`config.mk`:
```
export PLATFORM = sky130hd
export DESIGN_NAME = stereo_tremolo_autopan
export DESIGN_NICKNAME = d
export VERILOG_FILES = /design/src/hdl/sta_pkg.sv /design/src/hdl/stereo_tremolo_autopan.sv
export SDC_FILE = /design/constraint.sdc
export NUM_CORES = 1
export LEC_CHECK = 0
export BUFFER_PORTS_ARGS = -buffer_cell sky130_fd_sc_hd__buf_2
export CAP_MARGIN = 20
export CORE_MARGIN = 10
export CORE_UTILIZATION = 30
export CTS_CLUSTER_DIAMETER = 60
export DETAILED_ROUTE_END_ITERATION = 8
export PLACE_DENSITY = 0.53
export SYNTH_ARGS = -nofsm -noshare
export SYNTH_HDL_FRONTEND = slang
export SYNTH_SLANG_ARGS = --single-unit
```
`constraint.sdc`:
```
create_clock -name clk -period 24.7 [get_ports clk]
set_clock_uncertainty 0.1 [all_clocks]
set_input_delay 1.235 -clock clk [delete_from_list [all_inputs] [get_ports clk]]
set_output_delay 1.235 -clock clk [all_outputs]
set_load 0.05 [all_outputs]
```
`src/hdl/sta_pkg.sv`:
```
// sta_pkg: shared types, constants and the sine table generator
// for the stereo tremolo / auto-pan block; no dependencies
`timescale 1ns / 1ps
`default_nettype none

package sta_pkg;

  // default sizes
  localparam int SINE_ROM_DEPTH_DEF = 256;
  localparam int SAMPLE_BITS_DEF    = 16;

  // configuration port
  localparam int CFG_IDX_W  = 3;
  localparam int CFG_DATA_W = 22;

  localparam logic [CFG_IDX_W-1:0] REG_PHASE_STEP  = 3'd0;
  localparam logic [CFG_IDX_W-1:0] REG_MOD_DEPTH   = 3'd1;
  localparam logic [CFG_IDX_W-1:0] REG_WAVE_SHAPE  = 3'd2;
  localparam logic [CFG_IDX_W-1:0] REG_STEREO_MODE = 3'd3;

  // register limits and reset values
  localparam logic [21:0] STEP_MIN   = 22'd974;
  localparam logic [21:0] STEP_MAX   = 22'd2921746;
  localparam logic [21:0] STEP_RESET = 22'd97392;
  localparam logic [15:0] DEPTH_MAX   = 16'd32768;
  localparam logic [15:0] DEPTH_RESET = 16'd16384;

  // wave shape codes, the remaining code plays as sine
  localparam logic [1:0] SHAPE_SINE   = 2'd0;
  localparam logic [1:0] SHAPE_SQUARE = 2'd1;
  localparam logic [1:0] SHAPE_TRI    = 2'd2;

  // pi in Q30
  localparam logic [63:0] PI_Q30 = 64'd3373259426;

  // sequencer states
  typedef enum logic [2:0] {
    ST_IDLE,
    ST_ADDR_L,
    ST_ATT_L,
    ST_ATT_R,
    ST_SCALE_L,
    ST_SCALE_R,
    ST_DONE
  } sta_state_t;

  // sin(x) for x in Q30 by a Taylor series through x^11, scaled to 32767
  function automatic logic [14:0] sine_poly(input logic [63:0] x);
    logic [63:0]        x2;
    logic [63:0]        term;
    logic signed [63:0] sum;
    logic [63:0]        v;
    x2   = (x * x) >> 30;
    term = x;
    sum  = signed'(x);
    term = ((term * x2) >> 30) / 64'd6;
    sum  = sum - signed'(term);
    term = ((term * x2) >> 30) / 64'd20;
    sum  = sum + signed'(term);
    term = ((term * x2) >> 30) / 64'd42;
    sum  = sum - signed'(term);
    term = ((term * x2) >> 30) / 64'd72;
    sum  = sum + signed'(term);
    term = ((term * x2) >> 30) / 64'd110;
    sum  = sum - signed'(term);
    if (sum < 0) begin
      v = 64'd0;
    end else begin
      v = (unsigned'(sum) * 64'd32767 + 64'd536870912) >> 30;
    end
    if (v > 64'd32767) begin
      v = 64'd32767;
    end
    return v[14:0];
  endfunction

endpackage

`default_nettype wire

```
`src/hdl/stereo_tremolo_autopan.sv`:
```
// Sequence: an accepted frame runs ADDR_L, ATT_L, ATT_R, SCALE_L, SCALE_R, DONE
// and is registered out on leaving DONE; in_stall is high while a frame is in
// work, so a new frame waits for the last to leave DONE. Rate is set by the
// single shared multiplier, used four times per frame (two attenuations, two
// sample scalings), plus two sine table reads. Reset (rst, synchronous):
// registers return to their defaults, LFO phase is 0, no result pending.
// Holds the whole block; depends on sta_pkg.
`timescale 1ns / 1ps
`default_nettype none

module stereo_tremolo_autopan #(
  parameter int SINE_ROM_DEPTH = sta_pkg::SINE_ROM_DEPTH_DEF,
  parameter int SAMPLE_BITS    = sta_pkg::SAMPLE_BITS_DEF
) (
  input  wire                             clk,
  input  wire                             rst,
  // configuration writes
  input  wire                             cfg_valid,
  output logic                            cfg_ready,
  input  wire [sta_pkg::CFG_IDX_W-1:0]    cfg_index,
  input  wire [sta_pkg::CFG_DATA_W-1:0]   cfg_data,
  // input frames
  input  wire                             in_valid,
  output logic                            in_stall,
  input  wire signed [SAMPLE_BITS-1:0]    left_in,
  input  wire signed [SAMPLE_BITS-1:0]    right_in,
  // output frames
  output logic                            out_valid,
  input  wire                             out_stall,
  output logic signed [SAMPLE_BITS-1:0]   left_out,
  output logic signed [SAMPLE_BITS-1:0]   right_out
);

  import sta_pkg::*;

  localparam int IW = (SINE_ROM_DEPTH > 1) ? $clog2(SINE_ROM_DEPTH) : 1;
  localparam int PW_IDX = 30 + IW + 1;
  localparam int AW = (SAMPLE_BITS > 17) ? SAMPLE_BITS : 17;
  localparam int BW = 18;
  localparam int PW = AW + BW;

  // configuration registers
  logic [21:0] phase_step;
  logic [15:0] mod_depth;
  logic [1:0]  wave_shape;
  logic        stereo_mode;

  // state
  sta_state_t state, state_next;
  logic [31:0] lfo_phase;

  // datapath registers
  logic signed [SAMPLE_BITS-1:0] left_q, right_q, left_res;
  logic signed [BW-1:0]          gain_l, gain_r;
  logic signed [PW-1:0]          mul_p;
  logic [14:0]                   rom_q;

  // control decode
  logic in_req, out_free, load_out;

  // sine table, built at elaboration
  logic [14:0] sine_rom [SINE_ROM_DEPTH];

  for (genvar k = 0; k < SINE_ROM_DEPTH; k++) begin : g_rom
    localparam logic [63:0] XK =
      (64'(2 * k + 1) * PI_Q30) / (64'(4 * SINE_ROM_DEPTH));
    assign sine_rom[k] = sine_poly(XK);
  end

  assign cfg_ready = 1'b1;

  // configuration writes, rate and depth saturate
  always_ff @(posedge clk) begin
    if (rst) begin
      phase_step  <= STEP_RESET;
      mod_depth   <= DEPTH_RESET;
      wave_shape  <= SHAPE_SINE;
      stereo_mode <= 1'b0;
    end else if (cfg_valid && cfg_ready) begin
      unique case (cfg_index)
        REG_PHASE_STEP: begin
          if (cfg_data < STEP_MIN) begin
            phase_step <= STEP_MIN;
          end else if (cfg_data > STEP_MAX) begin
            phase_step <= STEP_MAX;
          end else begin
            phase_step <= cfg_data;
          end
        end
        REG_MOD_DEPTH: begin
          if (cfg_data[15:0] > DEPTH_MAX) begin
            mod_depth <= DEPTH_MAX;
          end else begin
            mod_depth <= cfg_data[15:0];
          end
        end
        REG_WAVE_SHAPE:  wave_shape  <= cfg_data[1:0];
        REG_STEREO_MODE: stereo_mode <= cfg_data[0];
        default: ;
      endcase
    end
  end

  // phases of the two channels
  logic [31:0] phase_l, phase_r, rom_ph, wave_ph;
  assign phase_l = lfo_phase;
  assign phase_r = stereo_mode ? {~lfo_phase[31], lfo_phase[30:0]} : lfo_phase;
  assign rom_ph  = (state == ST_ADDR_L) ? phase_l : phase_r;
  assign wave_ph = (state == ST_ATT_R) ? phase_r : phase_l;

  // table index: quarter phase scaled to the table, mirrored in odd quadrants
  logic [PW_IDX-1:0] idx_prod;
  logic [IW-1:0]     idx, rom_addr;
  assign idx_prod = PW_IDX'(rom_ph[29:0]) * PW_IDX'(SINE_ROM_DEPTH);
  assign idx      = idx_prod[30 +: IW];
  assign rom_addr = rom_ph[30] ? (IW'(SINE_ROM_DEPTH - 1) - idx) : idx;

  // registered table read
  always_ff @(posedge clk) begin
    rom_q <= sine_rom[rom_addr];
  end

  // wave value for the channel in work
  logic signed [18:0] wave, sine_w, tri_p4, diff;
  assign sine_w = wave_ph[31] ? -$signed({4'b0, rom_q}) : $signed({4'b0, rom_q});
  assign tri_p4 = $signed({2'b0, wave_ph[31:17], 2'b0});

  always_comb begin
    unique case (wave_shape)
      SHAPE_SQUARE: wave = wave_ph[31] ? -19'sd32768 : 19'sd32768;
      SHAPE_TRI:    wave = wave_ph[31] ? (19'sd98304 - tri_p4) : (tri_p4 - 19'sd32768);
      default:      wave = sine_w;
    endcase
  end

  assign diff = 19'sd32768 - wave;

  // shared multiplier operands
  logic signed [AW-1:0] mul_a;
  logic signed [BW-1:0] mul_b;

  always_comb begin
    unique case (state)
      ST_ATT_L, ST_ATT_R: begin
        mul_a = $signed(AW'(mod_depth));
        mul_b = diff[BW-1:0];
      end
      ST_SCALE_L: begin
        mul_a = AW'(left_q);
        mul_b = gain_l;
      end
      ST_SCALE_R: begin
        mul_a = AW'(right_q);
        mul_b = gain_r;
      end
      default: begin
        mul_a = '0;
        mul_b = '0;
      end
    endcase
  end

  // gain from the attenuation product
  logic signed [BW-1:0] gain_new;
  assign gain_new = $signed({1'b0, 17'd32768 - {1'b0, mul_p[31:16]}});

  // next state
  always_comb begin
    state_next = state;
    unique case (state)
      ST_IDLE:    if (in_req) state_next = ST_ADDR_L;
      ST_ADDR_L:  state_next = ST_ATT_L;
      ST_ATT_L:   state_next = ST_ATT_R;
      ST_ATT_R:   state_next = ST_SCALE_L;
      ST_SCALE_L: state_next = ST_SCALE_R;
      ST_SCALE_R: state_next = ST_DONE;
      ST_DONE:    if (out_free) state_next = ST_IDLE;
      default:    state_next = ST_IDLE;
    endcase
  end

  // handshake decode
  always_comb begin
    in_stall = (state != ST_IDLE);
    in_req   = in_valid && !in_stall;
    out_free = !(out_valid && out_stall);
    load_out = (state == ST_DONE) && out_free;
  end

  // control registers
  always_ff @(posedge clk) begin
    if (rst) begin
      state     <= ST_IDLE;
      lfo_phase <= '0;
      out_valid <= 1'b0;
    end else begin
      state <= state_next;
      if (load_out) begin
        lfo_phase <= lfo_phase + {10'b0, phase_step};
        out_valid <= 1'b1;
      end else if (out_valid && !out_stall) begin
        out_valid <= 1'b0;
      end
    end
  end

  // datapath, the right product holds while the result waits
  always_ff @(posedge clk) begin
    if (in_req) begin
      left_q  <= left_in;
      right_q <= right_in;
    end
    if (state != ST_DONE) begin
      mul_p <= mul_a * mul_b;
    end
    if (state == ST_ATT_R) begin
      gain_l <= gain_new;
    end
    if (state == ST_SCALE_L) begin
      gain_r <= gain_new;
    end
    if (state == ST_SCALE_R) begin
      left_res <= mul_p[15 +: SAMPLE_BITS];
    end
    if (load_out) begin
      left_out  <= left_res;
      right_out <= mul_p[15 +: SAMPLE_BITS];
    end
  end

endmodule

`default_nettype wire

```
==> qor.yml, run 1 <==
clocking:
  postCtsHoldBufs: 0
  root_buffer: "clkbuf_16"
  numCtsBuffers: 25
  cts_setup_buffers: 0
  cts.sinks: 223
  cts_resized: 0
  cts_tree: "done"
  clockBufferDepth: 3
  clkTransAtPathRegs_ps: 60
  htree_levels: 1
  clk_latency_ps: 560
global_routing:
  overflow: 0
  first_global_vias: 21340
  antenna_found_initial: 5
  grt_usage_pct: 16.82
  grt_max_degree: 78
  grt_pass1_wl_microns: 128000
sta:
  finalMaxSlewViolations: 0
  fin_ws_ps: 13890
  worst_slew_pin_slew_ps: 1284
  max_freq_mhz: 92.51
  hold_violations: 0
  setup_tns_ps: 0
  rsz0062_at_grt: "no"
  finalCriticalPeriod_ps: 10810
  setup_viol: 0
  max_slew_margin_pct: 14.37
  finalCritPeriodShare_pct: 43.76
floorplanning:
  core-area_sq_um: 82370
  initial_core_util_pct: 30.39
  io_pins: 97
  placementRows: 105
  dieWidth_microns: 308.9
  dieArea_sq_um: 95410
  die_h_microns: 308.9
layout:
  drive_above_1_share_pct: 8.113
  area_growth_pct: 9.740
  regArea_sq_um: 5777
  nets: 3405
  num_antenna_cells: 0
  multi_input_area_sq_um: 17190
  design_area_sq_um: 27470
  num-fill-cells: 8660
critical_path:
  cp.arrival_ps: 11010
  cp_num_buf_inv: 6
  worst-setup-path-type: "register to register"
  slowest_stage: "ha_1"
  crit_fanout: 28
  setup.worst_path.start_class: "register"
  critPathMaxStageDelay_ps: 800
  required_ps: 24900
  setup.worst_path.end_class: "register"
  path_delay_family: "adder cells"
  crit_top_cell: "fa_1"
yosys:
  yosysSeqAreaShare_pct: 23.07
  synth_warnings: 0
  synth_seq_cells: 223
  synth_flop_cell: "edfxtp_1"
  syn_nets: 3414
  synth_edf_count: 131
  async_flop_share_pct: 0
  synthCells: 2936
  syn_area_per_cell_sq_um: 8.527
  post_synth_instance_area_sq_um: 25040
  synth_cell_type_count: 82
detailed_routing:
  ant_nets: 0
  wire_per_inst_microns: 20.17
  drt-total-wl_microns: 81010
  initialDrtViolationCount: 2436
  route.detailed.drc: 0
  num_vias: 21650
  vias_per_cell: 5.391
  firstDrtPassIters: 5
placement:
  portBuffers: 95
  place_area_sq_um: 26660
  place_ws_ps: 13830
  gp_congestion: 0.9596
  hpwlAfterDp_microns: 60120
run:
  maxCapViolations: 0
worst_hold_path:
  worst_hold_path_type: "register to register"
power:
  cellPowerDensity_nw_per_um2: 31.60
  ir_drop_v: 0.00004281
  p_leak_nw: 11.37
run_status:
  outcome: "finished clean"
-- kinds of logic (layout without fill, tap and decap cells) --
logic type	Yosys count	in the layout	synth area share, %
AO/OA/AOI/OAI	651	651	17.21
buffers and inverters	568	578	8.551
adder cells (fa/ha/maj)	416	416	29.34
AND/OR/NAND/NOR	945	945	17.05
other	1	1	0.01498
XOR/XNOR	119	119	4.193
multiplexers	13	13	0.5747
flip-flops	223	223	23.07
-- state kept, by name, summed over array words and instances (netlist names) --
register     flops
rom_q           15
stereo_mode      1
wave_shape       2
phase_step      22
mod_depth       16
right_q         16
left_res        16
left_q          16
left_out        16
gain_r          17
state            3
gain_l          17
right_out       16
mul_p           17
lfo_phase       32
out_valid        1
-- layout make-up --
type / instances / share of cell area [%]
clock buffer: 29 / 2.368
tap: 1070 / 4.873
timing repair buffer: 157 / 3.425
inverter: 375 / 5.123
sequential: 223 / 21.03
multi-input combinational: 2145 / 62.57
clock inverter: 17 / 0.6103
-- worst paths after layout --
| path | from | end | slack, ps | cells after the start |
|---|---|---|---|---|
| max reg2reg | wave_shape[0] | mul_p[31] | 13890 | 37 |
| min reg2reg | left_res[9] | left_out[9] | 310 | 0 |
| max | wave_shape[0] | mul_p[31] | 13890 | 37 |
| min | left_res[9] | left_out[9] | 310 | 0 |
-- where the power goes --
group	switching [W]	internal, W	total, W
clock	0.000165	0.000213	0.000378
sequential	0.00000570	0.000404	0.000410
combinational	0.0000565	0.0000235	0.0000801
-- stage by stage --
step | util (%) | hold slack (ps) | instances | power, W
4_1_cts | 33.35 | 310.3 | 4016 | 0.0008794
3_5_place_dp | 32.36 | 304.5 | 3970 | 0.0004976
5_1_grt | 33.35 | 326.9 | 4016 | 0.0009022
6_report | 33.35 | 312.8 | 4016 | 0.0008681
2_1_floorplan | - | 300.3 | 2936 | 0.0004634
3_3_place_gp | 32.36 | 300.4 | 3970 | 0.0004972
-- routing by layer --
metal | global-route usage [%] | wire (microns) | vias to the layer above
met5 | 0 | 13 | -
met4 | 4.090 | 2038 | 2
met3 | 3.224 | 7232 | 163
met2 | 24.83 | 34170 | 965
met1 | 24.85 | 37550 | 10550
li1 | - | - | 9970
-- cell usage after synthesis, types with 7 or more instances --
master	count	area [sq um]
nor2_1	376	1411
inv_1	372	1396
fa_1	285	5705
nand2_1	248	930.9
a21oi_1	171	855.8
clkbuf_1	160	600.6
o21ai_0	136	680.7
edfxtp_1	131	3934
ha_1	131	1639
dfxtp_1	92	1842
xnor2_1	80	700.7
nor3_1	68	340.3
nand3_1	61	305.3
nand2b_1	57	356.6
xor2_1	38	332.8
a31oi_1	34	212.7
a211oi_1	32	240.2
buf_1	28	105.1
o211ai_1	24	180.2
a222oi_1	22	220.2
a22oi_1	22	165.2
o311ai_0	22	192.7
or3_1	22	137.6
o22ai_1	18	112.6
a311oi_1	17	148.9
or2_2	17	106.4
a21o_1	16	120.1
nor4_1	16	100.1
o221ai_1	15	131.4
a221oi_1	14	122.6
and2_1	14	87.58
nor3b_1	12	90.09
o31ai_1	12	90.09
a221o_1	11	110.1
mux2i_1	11	110.1
nand4_1	10	62.56
nor2b_1	9	56.30
o21bai_1	9	67.56
a211o_1	8	70.07
and3_1	8	50.05
nand3b_1	8	60.06
a2111oi_0	7	61.31
-- cell usage in the layout, fill, tap and decap left out, drive strengths merged, types with 24 or more instances in the layout --
| master | instances |
|---|---|
| o211ai | 24 |
| dfxtp | 92 |
| nand2 | 248 |
| xnor2 | 80 |
| buf | 157 |
| nor2 | 376 |
| clkbuf | 29 |
| nor3 | 68 |
| edfxtp | 131 |
| fa | 285 |
| ha | 131 |
| xor2 | 39 |
| inv | 379 |
| a21oi | 171 |
| o21ai | 142 |
| nand2b | 57 |
| a211oi | 32 |
| nand3 | 61 |
| a31oi | 34 |
Power figures use the tool's default switching activity.
==> run 2: changes to the inputs <==
clock period = 10.4 ns   (was 24.7 ns; I/O delays follow)
==> run 2 against run 1 <==
Effect of this change:
- routed wire length grew 3.9%
- setup slack lost 13000 ps
- sequential power grew 140%
- die area is the same
- register-to-register slack lost 13000 ps
- first-iteration DRC count grew 4.1%
- total power grew to 2.6 times the previous value
- clock power grew to 2.8 times the previous value
- via count grew 2.2%
==> qor.yml, run 2 (synthesis gave the netlist of run 1 again) <==
run_status:
  outcome: "finished clean"
floorplanning:
  dieWidth_microns: 308.9
  die_h_microns: 308.9
  io_pins: 97
  core-area_sq_um: 82370
  dieArea_sq_um: 95410
  initial_core_util_pct: 30.39
  placementRows: 105
sta:
  rsz0062_at_grt: "no"
  whs_ps: 40.97
  finalCritPeriodShare_pct: 94.65
  hold_violations: 0
  max_slew_margin_pct: 32.23
  finalMaxSlewViolations: 0
  setup_viol: 0
  max_freq_mhz: 101.6
  setup_tns_ps: 0
  worst_slew_pin_slew_ps: 1017
  finalCriticalPeriod_ps: 9844
layout:
  area_growth_pct: 12.61
  largest_register_ffs: 32
  final_cell_mix: "nor2_1 (375), inv_1 (371), fa_1 (285), nand2_1 (247), a21oi_1 (169)"
  final_common_cell: "nor2_1"
  nets: 3463
  num_antenna_cells: 0
  drive_above_1_share_pct: 9.342
  top_register: "lfo_phase"
  reg.largest.list: "lfo_phase: 32 flops, phase_step: 22 flops"
clocking:
  cts.sinks: 223
  htree_levels: 1
  numCtsBuffers: 29
  cts_tree: "done"
  clk_latency_ps: 600
  root_buffer: "clkbuf_16"
  clockBufferDepth: 3
  clkTransAtPathRegs_ps: 60
critical_path:
  setup.worst_path.end_class: "register"
  required_ps: 10620
  r2r_slack_ps: 560
  r2r_start: "rom_q[0]"
  setup.worst_path.start_class: "register"
  worst-setup-path-type: "register to register"
  slowest_stage: "or4b_4"
  crit_fanout: 6
  startpoint: "rom_q[0]"
  cp_num_buf_inv: 6
  path_delay_family: "adder cells"
  cp.arrival_ps: 10060
  crit_top_cell: "fa_1"
  critPathMaxStageDelay_ps: 620
detailed_routing:
  route.detailed.drc: 0
  vias_per_cell: 5.429
  num_vias: 22140
  firstDrtPassIters: 6
  drt-total-wl_microns: 84160
  ant_nets: 0
  wire_per_inst_microns: 20.64
  initialDrtViolationCount: 2535
global_routing:
  grt_max_degree: 78
  overflow: 0
  grt_usage_pct: 17.62
  first_global_vias: 22170
  grt_pass1_wl_microns: 133100
  antenna_found_initial: 5
power:
  p_leak_nw: 11.72
  ir_drop_v: 0.00009035
  cellPowerDensity_nw_per_um2: 79.41
worst_hold_path:
  worst_hold_path_type: "primary input to register"
  hp-start: "left_in[8]"
placement:
  gp_congestion: 0.9641
  portBuffers: 95
  hpwlAfterDp_microns: 62240
run:
  maxCapViolations: 0
-- run 2: changes by cell type in the layout (fill, tap and decap cells not counted), sizes merged --
cell	delta
clkbuf	+7
clkinv	+1
buf	+23
dlygate4sd3	+31
-- run 2: metrics by stage --
step	worst slack [ps]	cell area (sq um)	cells	power [W]	utilization, %
4_1_cts	31.84	28150	4077	0.002260	34.18
3_5_place_dp	107.5	26820	3992	0.001185	32.56
2_1_floorplan	883.5	25040	2936	0.001100	-
6_report	556.3	28190	4078	0.002239	34.23
3_3_place_gp	193.4	26820	3992	0.001185	32.56
5_1_grt	35.79	28190	4078	0.002318	34.23
-- run 2: report_power, final --
part / leakage [nW] / internal (W) / switching, W / total, W
logic: 9.23 / 0.0000679 / 0.000139 / 0.000207
clock network: 0.504 / 0.000620 / 0.000439 / 0.00106
registers: 1.98 / 0.000960 / 0.0000127 / 0.000973
-- run 2: worst paths after layout --
path	to	cells past startpoint
worst min register to register	left_out[15]	0
worst min-delay path	left_q[8]	1
worst max register to register	mul_p[31]	37
worst max-delay path	mul_p[31]	37
-- run 2: worst reg2reg max path, delay by kind of cell (launching register included) --
family          cells  cell delay (ps)
compound gates     12             2410
xor+xnor            3              470
fa+ha+maj           8             3530
buf+inv             6              460
flops               1              340
simple gates        8             2240
-- run 2: final cells by class --
type | instances | area (sq um)
Fill cell | 8553 | 54180
Multi-Input combinational cell | 2145 | 17220
Sequential cell | 223 | 5777
Timing Repair Buffer | 211 | 1424
Inverter | 375 | 1408
Tap cell | 1070 | 1339
Clock buffer | 36 | 815.8
Clock inverter | 18 | 206.4
-- run 2: what timing repair did --
item	in CTS	in global routing
hold buffers	31	0
endpoints found under the hold margin	31	0
setup endpoints to repair	0	6
gates resized for setup	0	7
buffers inserted	0	1
-- run 2: metal layers --
layer,global-route usage [%],routed length (microns)
met1,25.45,38070
met2,26.66,36180
met3,3.170,7432
met4,4.798,2464
met5,0,13
